### config.mk
export PLATFORM = sky130hd
export DESIGN_NAME = svkp_eval
export DESIGN_NICKNAME = d
export VERILOG_FILES = /design/src/hw/rtl/svkp_pkg.sv /design/src/hw/rtl/svkp_eval.sv
export SDC_FILE = /design/constraint.sdc
export NUM_CORES = 1
export LEC_CHECK = 0
export BUFFER_PORTS_ARGS = -buffer_cell sky130_fd_sc_hd__buf_2
export CAP_MARGIN = 15
export CORE_UTILIZATION = 40
export CTS_BUF_LIST = sky130_fd_sc_hd__clkbuf_4
export CTS_CLUSTER_SIZE = 16
export DETAILED_ROUTE_END_ITERATION = 6
export PLACE_DENSITY_LB_ADDON = 0.1
export SETUP_SLACK_MARGIN = 0.15
export SLEW_MARGIN = 20
export SYNTH_ARGS = -nofsm -noshare
export SYNTH_HDL_FRONTEND = slang
export SYNTH_SLANG_ARGS = --single-unit
### constraint.sdc
create_clock -name clock -period 13.6 [get_ports clock]
set_clock_uncertainty 0.1 [all_clocks]
set_input_delay 2.72 -clock clock [delete_from_list [all_inputs] [get_ports clock]]
set_output_delay 2.72 -clock clock [all_outputs]
set_load 0.03 [all_outputs]
### src/hw/rtl/svkp_pkg.sv
package svkp_pkg;

   localparam int BINS = 64;
   localparam int BIN_W = 6;
   localparam int KNOT_W = 4;
   localparam int SCORE_W = 40;
   localparam int IN_SCORE_W = 24;
   localparam int LAMBDA_W = 16;
   localparam int TAG_W = 4;
   localparam int CAND_W = 42;
   localparam int SQ_W = 14;
   localparam int PROD_W = LAMBDA_W + SQ_W;
   localparam int SCORE_AW = 13;
   localparam int PRED_AW = 16;
   localparam int SCORE_DEPTH = 8192;
   localparam int PRED_DEPTH = 57344;
   localparam int CNT_W = 13;

   localparam logic [KNOT_W-1:0] LAST_SEG = 4'd14;
   localparam logic [TAG_W-1:0] TAG_NONE = 4'd0;
   localparam logic [CNT_W-1:0] CLEAR_LAST = 13'd8191;
   localparam logic [11:0] LAYER_LAST = 12'd4095;
   localparam logic [1:0] DRAIN_LAST = 2'd3;
   localparam logic [LAMBDA_W-1:0] LAMBDA_RST = 16'd614;
   localparam logic [BIN_W-1:0] MAXD_RST = 6'd8;
   localparam logic signed [CAND_W-1:0] MAX40 = 42'sh07F_FFFF_FFFF;
   localparam logic signed [CAND_W-1:0] MIN40 = -42'sh080_0000_0000;

   localparam logic [0:0] CSR_LAMBDA = 1'd0;
   localparam logic [0:0] CSR_MAXD = 1'd1;

   typedef enum logic [3:0] {
      ST_CLEAR,
      ST_IDLE,
      ST_SCAN,
      ST_DRAIN,
      ST_WRITE,
      ST_ARGMAX,
      ST_ADRAIN,
      ST_FIN,
      ST_FIN2,
      ST_BISSUE,
      ST_BWAIT,
      ST_EMIT
   } state_type;

   typedef struct packed {
      logic [TAG_W-1:0] tag;
      logic signed [SCORE_W-1:0] score;
   } score_word_type;

   typedef struct packed {
      logic issue;
      logic argmax;
      logic [11:0] idx;
   } eval_ctl_type;

endpackage

### src/hw/rtl/svkp_eval.sv
module svkp_eval
   import svkp_pkg::*;
(
   input  logic                         clock,
   input  logic                         reset,
   input  logic                         clr,
   input  eval_ctl_type                 ctl,
   input  score_word_type               rd,
   input  logic [TAG_W-1:0]             exp_tag,
   input  logic [LAMBDA_W-1:0]          lambda,
   input  logic [BIN_W-1:0]             from_bin,
   input  logic [BIN_W-1:0]             to_bin,
   input  logic [IN_SCORE_W-1:0]        item_score,
   output logic                         any,
   output logic signed [SCORE_W-1:0]    best,
   output logic [11:0]                  best_idx
);

   // stage 1: aligned with read data
   logic v1_ff, am1_ff;
   logic [11:0] idx1_ff;
   // stage 2: square registered
   logic v2_ff, am2_ff;
   logic [11:0] idx2_ff;
   logic signed [SCORE_W-1:0] sc2_ff;
   logic [SQ_W-1:0] sq2_ff;
   // stage 3: penalty product registered
   logic v3_ff, am3_ff;
   logic [11:0] idx3_ff;
   logic signed [SCORE_W-1:0] sc3_ff;
   logic [PROD_W-1:0] prod3_ff;
   // running best
   logic any_ff;
   logic signed [SCORE_W-1:0] best_ff;
   logic [11:0] best_idx_ff;

   logic signed [7:0] curv;
   logic signed [15:0] sq_full;
   logic match;
   logic [PROD_W:0] pen_sum;
   logic [CAND_W-1:0] pen;
   logic signed [CAND_W-1:0] cand_raw;
   logic signed [CAND_W-1:0] cand;
   logic upd;

   always_comb begin
      curv = $signed({2'b00, to_bin}) - $signed({1'b0, from_bin, 1'b0})
           + $signed({2'b00, idx1_ff[BIN_W-1:0]});
      sq_full = curv * curv;
      match = v1_ff && (rd.tag == exp_tag);
      pen_sum = {1'b0, prod3_ff} + (PROD_W+1)'(8);
      pen = CAND_W'(pen_sum >> 4);
      cand_raw = CAND_W'(sc3_ff) + $signed({{(CAND_W-IN_SCORE_W){1'b0}}, item_score})
               - $signed(pen);
      if (am3_ff) begin
         cand = CAND_W'(sc3_ff);
      end else if (cand_raw > MAX40) begin
         cand = MAX40;
      end else if (cand_raw < MIN40) begin
         cand = MIN40;
      end else begin
         cand = cand_raw;
      end
      upd = v3_ff && (!any_ff || (cand > CAND_W'(best_ff)));
   end

   always_ff @(posedge clock) begin
      if (reset) begin
         v1_ff <= 1'b0;
         v2_ff <= 1'b0;
         v3_ff <= 1'b0;
         any_ff <= 1'b0;
      end else begin
         v1_ff <= ctl.issue;
         v2_ff <= match;
         v3_ff <= v2_ff;
         if (clr) begin
            any_ff <= 1'b0;
         end else if (upd) begin
            any_ff <= 1'b1;
         end
      end
      am1_ff <= ctl.argmax;
      idx1_ff <= ctl.idx;
      am2_ff <= am1_ff;
      idx2_ff <= idx1_ff;
      sc2_ff <= rd.score;
      sq2_ff <= SQ_W'($unsigned(sq_full));
      am3_ff <= am2_ff;
      idx3_ff <= idx2_ff;
      sc3_ff <= sc2_ff;
      prod3_ff <= lambda * sq2_ff;
      if (upd) begin
         best_ff <= SCORE_W'(cand);
         best_idx_ff <= idx3_ff;
      end
   end

   assign any = any_ff;
   assign best = best_ff;
   assign best_idx = best_idx_ff;

endmodule

==> qor.csv, run 1 <==
metric,value,unit
capturing element type of the critical path,register,
kind of critical path,input pin to register,
total global routing track utilization,0.1885,
maximum level of the CTS H-tree,2,
largest cells by area after synthesis,"fa_1 (23%), dfxtp_1 (17%), ha_1 (14%), edfxtp_1 (8.1%), inv_1 (6.6%)",
proportion of netlist area held by the largest area contributor,0.2275,
cell family with the largest share of critical-path delay,compound AO/OA/AOI/OAI gates,
DRC Markers,0,
top achievable clock speed,103.8,MHz
Site Rows,80,
cell type contributing the most total cell area after synthesis,fa_1,
number of flops mapped to enable cells by yosys,52,
die height,222.0,um
Vias,14050,
area of the die,49270,sq um
share of the cycle needed by the critical path after routing,0.7087,
Critical path origin,item_score[3],
largest family of logic cells by synthesized area,adder cells,
Async SR Flop Fraction,0,
routed via count divided by cell count,4.981,
number of clock sinks seen by CTS,215,
first-pass GRT wire length,74580,um
tightest slew margin relative to the limit,0.3539,
total iterations of the first detailed-routing run,5,
fin nets,2721,
vias in the first global route,14670,
Die X,222.0,um
number of buffers inserted by post-CTS setup repair,0,
Top-Level Pins,170,
routed wire length,45260,um
CP max-delay cell,inv_1,
buffer cell driving the clock tree root,clkbuf_4,
xor and xnor area share after synthesis,0.04887,
worst reg2reg startpoint,prod3_ff[9]$_DFF_P_,
category of the worst setup path launch point,input pin,
hold-fix buffer count after cts,0,
GR Overflow Total,0,
cell area after technology mapping,19360,sq um
latest clock arrival within the worst-skew pair,780,ps
post-cts sizing count,0,
mean area per synthesized cell,9.741,sq um
origin of the worst min-delay path,sc2_ff[8]$_DFF_P_,
number of design-rule violations left by the first detailed-router iteration,635,
count of synthesis-stage warnings from yosys,0,
number of max-cap violations,0,
Setup TNS Final,0,ps
Routed Antenna Nets,0,
Unique masters post-synth,79,
synthesis-to-finish area growth,10.50,%
"Seq/Total Area, Yosys",0.2493,
Num CTS Buffers,59,
Initial Util,0.4054,
CTS tree,done,
critical path arrival,9970,ps
number of buffers and inverters on the critical path,3,
number of instances in the synthesized netlist,1987,
final weighted congestion in routability-driven placement,0.8714,
"share of synthesized cell area in full adder, half adder and majority cells",0.3704,
RSZ-0062 raised after global routing,false,
status,finished clean,
Max Fanout on Critical Path,35,
actual slew at the worst max-slew pin,944.7,ps
simple logic cell fraction of the synthesized area,0.1173,
Final Setup Violations,0,
average routed wire per standard cell,16.04,um
mux cell area share after synthesis,0,
most prevalent standard cell on the critical path,a21o_1,
clock buffer depth,3,
Hold WC Path Type,register to register,
maximum number of pins on one net before global-route repair,43,
compound-cell area share of the yosys netlist,0.1261,
Seq cells post-synth,215,
prevailing post-synth register cell,dfxtp_1,
placed wire-length estimate after detailed placement,37820,um
clock-pin transition on the worst setup and hold timing paths,60,ps
shortest clock period the worst path allows after layout,9638,ps
number of antenna violations at the first check in global routing,4,
Buffers on Ports,169,
Fin. Hold Viols,0,
largest stage delay on the critical path,720,ps
Max Slew Vio Count,0,
"Data required, critical path",13930,ps
placeable core area,47750,sq um
layout cell share with drive strength beyond 1,0.1379,
-- area by class of cell --
type	count	area (sq um)
diodes	1	2.502
clock buffers	86	645.6
fillers	4669	26360
flip-flops and latches	215	4825
multi-input cells	1372	12850
well taps	615	769.5
repair buffers	173	875.8
clock inverters	17	132.6
inverters	342	1284
-- worst reg2reg max path: cells and delay by family, from the launching register on --
kind                       cells  cell delay (ps)
and+or+nand+nor               10             2240
adders and majority gates      4             1480
DFF                            1              420
buffers and inverters          2             1110
AOI/OAI and AO/OA             15             3520
xor gates and xnor gates       1              170
-- state kept, by name, summed over array words and instances, names as in the netlist --
name	flops
am1_ff	1
am2_ff	1
am3_ff	1
any	1
best	40
best_idx	12
idx1_ff	12
idx2_ff	12
idx3_ff	12
prod3_ff	27
sc2_ff	40
sc3_ff	40
sq2_ff	13
v1_ff	1
v2_ff	1
v3_ff	1
-- cells in the final DEF, fill, tap and decap left out, types with 28 or more instances in the layout --
cell type	synthesis	layout
buf_2	0	169
a21oi_1	117	117
a21o_1	48	48
xnor2_1	64	64
nor2_1	69	69
o21ai_0	53	53
inv_1	340	340
nand2_1	184	184
ha_1	221	221
edfxtp_1	52	52
and2_1	103	103
fa_1	220	220
clkbuf_4	0	86
xor2_1	44	44
nand3_1	28	28
dfxtp_1	163	163
-- worst paths after layout --
check / end / cells after the start / slack [ps]
setup / recovery: best[39]$_DFFE_PP_ / 25 / 3960
hold / removal: sc3_ff[8]$_DFF_P_ / 0 / 190
setup reg to reg: best[39]$_DFFE_PP_ / 32 / 4280
hold reg to reg: sc3_ff[8]$_DFF_P_ / 0 / 190
-- cell usage after synthesis (27+ instances only) --
cell,count
xor2_1,44
and2_1,103
clkbuf_1,42
nand2_1,184
nor2_1,69
edfxtp_1,52
nand3_1,28
a21oi_1,117
xnor2_1,64
inv_1,340
ha_1,221
dfxtp_1,163
nand4_1,27
fa_1,220
o21ai_0,53
a21o_1,48
-- metrics by stage --
stage               setup slack, ps  instance area (sq um)  hold WS [ps]  instances    util
finish                         3962                  21390         188.4       2821  0.4480
global route                   3461                  21390         181.3       2821  0.4480
CTS                            3957                  21390         187.4       2820  0.4479
detailed placement             3148                  20610         212.1       2717  0.4316
global placement               3295                  20610         210.5       2717  0.4316
floorplan                      3231                  19370         209.6       1990       -
-- cell families (layout without fill, tap and decap cells) --
logic type / count (synthesis) / in the layout
other: 1 / 5
and+or+nand+nor: 466 / 466
buffers and inverters: 403 / 618
AOI/OAI and AO/OA: 353 / 353
adders and majority gates: 441 / 441
xor gates and xnor gates: 108 / 108
DFF: 215 / 215
-- layer usage --
metal	routed length, um	global-route usage	vias to the layer above
li1	-	-	6880
met1	21080	0.2499	6836
met2	21560	0.3184	265
met3	1674	0.02849	67
met4	929	0.05332	2
met5	14	0	-
Power of run 1 is left out: the tool's default activity adds up to more than one toggle a clock period on the data nets, which glitch-free logic cannot reach.
==> inputs of run 2 (changes only) <==
ABC_AREA = 1   (was unset)
clock period = 8 ns   (was 13.6 ns; I/O delays follow)
==> qor.csv, run 2 <==
metric,value,unit,change
hold-fix buffer count after cts,0,,unchanged
synthesis-to-finish area growth,11.10,%,
number of max-cap violations,0,,unchanged
CP max-delay cell,fa_1,,
Hold WC Path Type,register to register,,
ranking of synthesized cells by instance count,"nand2_1 (640), inv_1 (603), ha_1 (221)",,
average routed wire per standard cell,15.54,um,-3.1%
largest stage delay on the critical path,450,ps,-270 ps
most prevalent standard cell on the critical path,nand2_1,,
kind of critical path,register to register,,
top achievable clock speed,140.4,MHz,
RSZ-0062 raised after global routing,false,,
Max Fanout on Critical Path,26,,-26%
routed via count divided by cell count,4.714,,-5.4%
latest clock arrival within the worst-skew pair,750,ps,-30 ps
clock-pin transition on the worst setup and hold timing paths,60,ps,about the same
Num CTS Buffers,56,,-5.1%
Seq cells post-synth,215,,unchanged
total iterations of the first detailed-routing run,5,,unchanged
final weighted congestion in routability-driven placement,0.9398,,+7.8%
Max Slew Vio Count,0,,unchanged
Buffers on Ports,169,,unchanged
fin nets,3361,,+24%
die height,230.1,um,+3.7%
GR Overflow Total,0,,unchanged
Async SR Flop Fraction,0,,unchanged
number of antenna violations at the first check in global routing,2,,-2
"Data required, critical path",8330,ps,-5600 ps
actual slew at the worst max-slew pin,828.4,ps,-116.3 ps
proportion of netlist area held by the largest area contributor,0.2116,,-0.01590
cell area after technology mapping,20810,sq um,+7.5%
number of clock sinks seen by CTS,215,,unchanged
first-pass GRT wire length,90800,um,+22%
number of flops mapped to enable cells by yosys,52,,unchanged
post-route design area,23120,sq um,+8.1%
placeable core area,51410,sq um,+7.7%
Site Rows,83,,+3.8%
DRC Markers,0,,unchanged
prevailing post-synth register cell,dfxtp_1,,
category of the worst setup path launch point,register,,
Vias,16620,,+18%
Placement Setup Slack,562.8,ps,-2585 ps
maximum level of the CTS H-tree,2,,unchanged
maximum number of pins on one net before global-route repair,81,,+88%
largest cells by area after synthesis,"fa_1 (21%), dfxtp_1 (16%), ha_1 (13%), nand2_1 (12%), inv_1 (11%)",,
area of the die,52940,sq um,+7.4%
total global routing track utilization,0.2157,,+0.02722
CTS tree,done,,
number of buffers and inverters on the critical path,5,,+2
Die X,230.1,um,+3.7%
clock buffer depth,3,,unchanged
count of synthesis-stage warnings from yosys,0,,unchanged
Top-Level Pins,170,,unchanged
Final Setup Violations,0,,unchanged
cell area reported after detailed placement,22350,sq um,+8.4%
shortest clock period the worst path allows after layout,7124,ps,
vias in the first global route,17860,,+22%
cell type contributing the most total cell area after synthesis,fa_1,,
Routed Antenna Nets,0,,unchanged
Setup TNS Final,0,ps,unchanged
critical path arrival,7460,ps,-2510 ps
most numerous cell in the Yosys netlist,nand2_1,,
buffer cell driving the clock tree root,clkbuf_4,,
routed wire length,54780,um,+21%
number of instances in the synthesized netlist,2623,,+32%
cell family with the largest share of critical-path delay,simple AND/OR/NAND/NOR gates,,
Fin. Hold Viols,0,,unchanged
mean area per synthesized cell,7.934,sq um,-19%
"Seq/Total Area, Yosys",0.2318,,-0.01741
layout cell share with drive strength beyond 1,0.1294,,-0.008473
tightest slew margin relative to the limit,0.4470,,+0.09305
Unique masters post-synth,51,,-35%
Initial Util,0.4048,,-0.0005791
most used cells in the layout excluding fill and tap cells,"nand2_1 (640), inv_1 (603), ha_1 (221)",,
share of the cycle needed by the critical path after routing,0.8905,,
worst setup slack after layout,875.7,ps,-3086 ps
capturing element type of the critical path,register,,
placed wire-length estimate after detailed placement,46280,um,+22%
status,finished clean,,
"leading cell type in the layout, fill and taps excluded",nand2_1,,
number of design-rule violations left by the first detailed-router iteration,722,,+14%
## run 2: cell types whose count changed in the layout (fill, tap and decap cells not counted), moves of 22 or more
cell	previous run	this run
nor2_1	69	165
xnor2_1	64	42
and2_1	103	1
a21o_1	48	8
inv_1	340	603
nand2_1	184	640
a21oi_2	2	41
nand3_1	28	73
## run 2: path summary, 6_finish.rpt
path / start / end / slack (ps) / cells past startpoint
min reg2reg: sc2_ff[23]$_DFF_P_ / sc3_ff[23]$_DFF_P_ / 190 / 0
min: sc2_ff[23]$_DFF_P_ / sc3_ff[23]$_DFF_P_ / 190 / 0
max: prod3_ff[3]$_DFF_P_ / best_idx[1]$_DFFE_PP_ / 880 / 40
max reg2reg: prod3_ff[3]$_DFF_P_ / best_idx[1]$_DFFE_PP_ / 880 / 40
## run 2: cells by family (layout without fill, tap and decap cells)
family / Yosys count / count (layout) / share of synthesized area
DFF: 215 / 215 / 0.2318
and+or+nand+nor: 968 / 968 / 0.1938
AOI/OAI and AO/OA: 234 / 234 / 0.06854
xor gates and xnor gates: 89 / 89 / 0.03746
adders and majority gates: 441 / 441 / 0.3445
other: 1 / 5 / 0.0001802
buffers and inverters: 675 / 893 / 0.1236
## run 2: per-stage QoR
stage	cells	hold slack (ps)	util
floorplan	2626	209.6	-
global placement	3424	209.5	0.4347
detailed placement	3424	212.1	0.4347
CTS	3523	184.7	0.4489
global route	3525	201.9	0.4498
finish	3525	193.1	0.4498
## run 2: repair_timing
action,4_1_cts,5_1_grt
resized for setup,0,4
buffers inserted,0,0
endpoints found under the hold margin,0,0
setup endpoints to repair,0,52
## run 2: per-layer routing
layer / routed length (um) / share of wire / track usage
met1: 23230 / 0.42 / 0.2524
met3: 1466 / 0.027 / 0.02530
met4: 1586 / 0.029 / 0.06892
met5: 0 / 0 / 0
met2: 28500 / 0.52 / 0.4053
## run 2: final cells by class
cell class                      count  area (sq um)
Clock inverter                     12         78.83
Timing Repair Buffer              179         954.7
Inverter                          615          2308
Multi-Input combinational cell   1736         13450
Clock buffer                       87         653.1
Tap cell                          680         850.8
Fill cell                        5380         28280
Antenna cell                        1         2.502
Sequential cell                   215          4825
Power of run 2 is left out for the same reason.
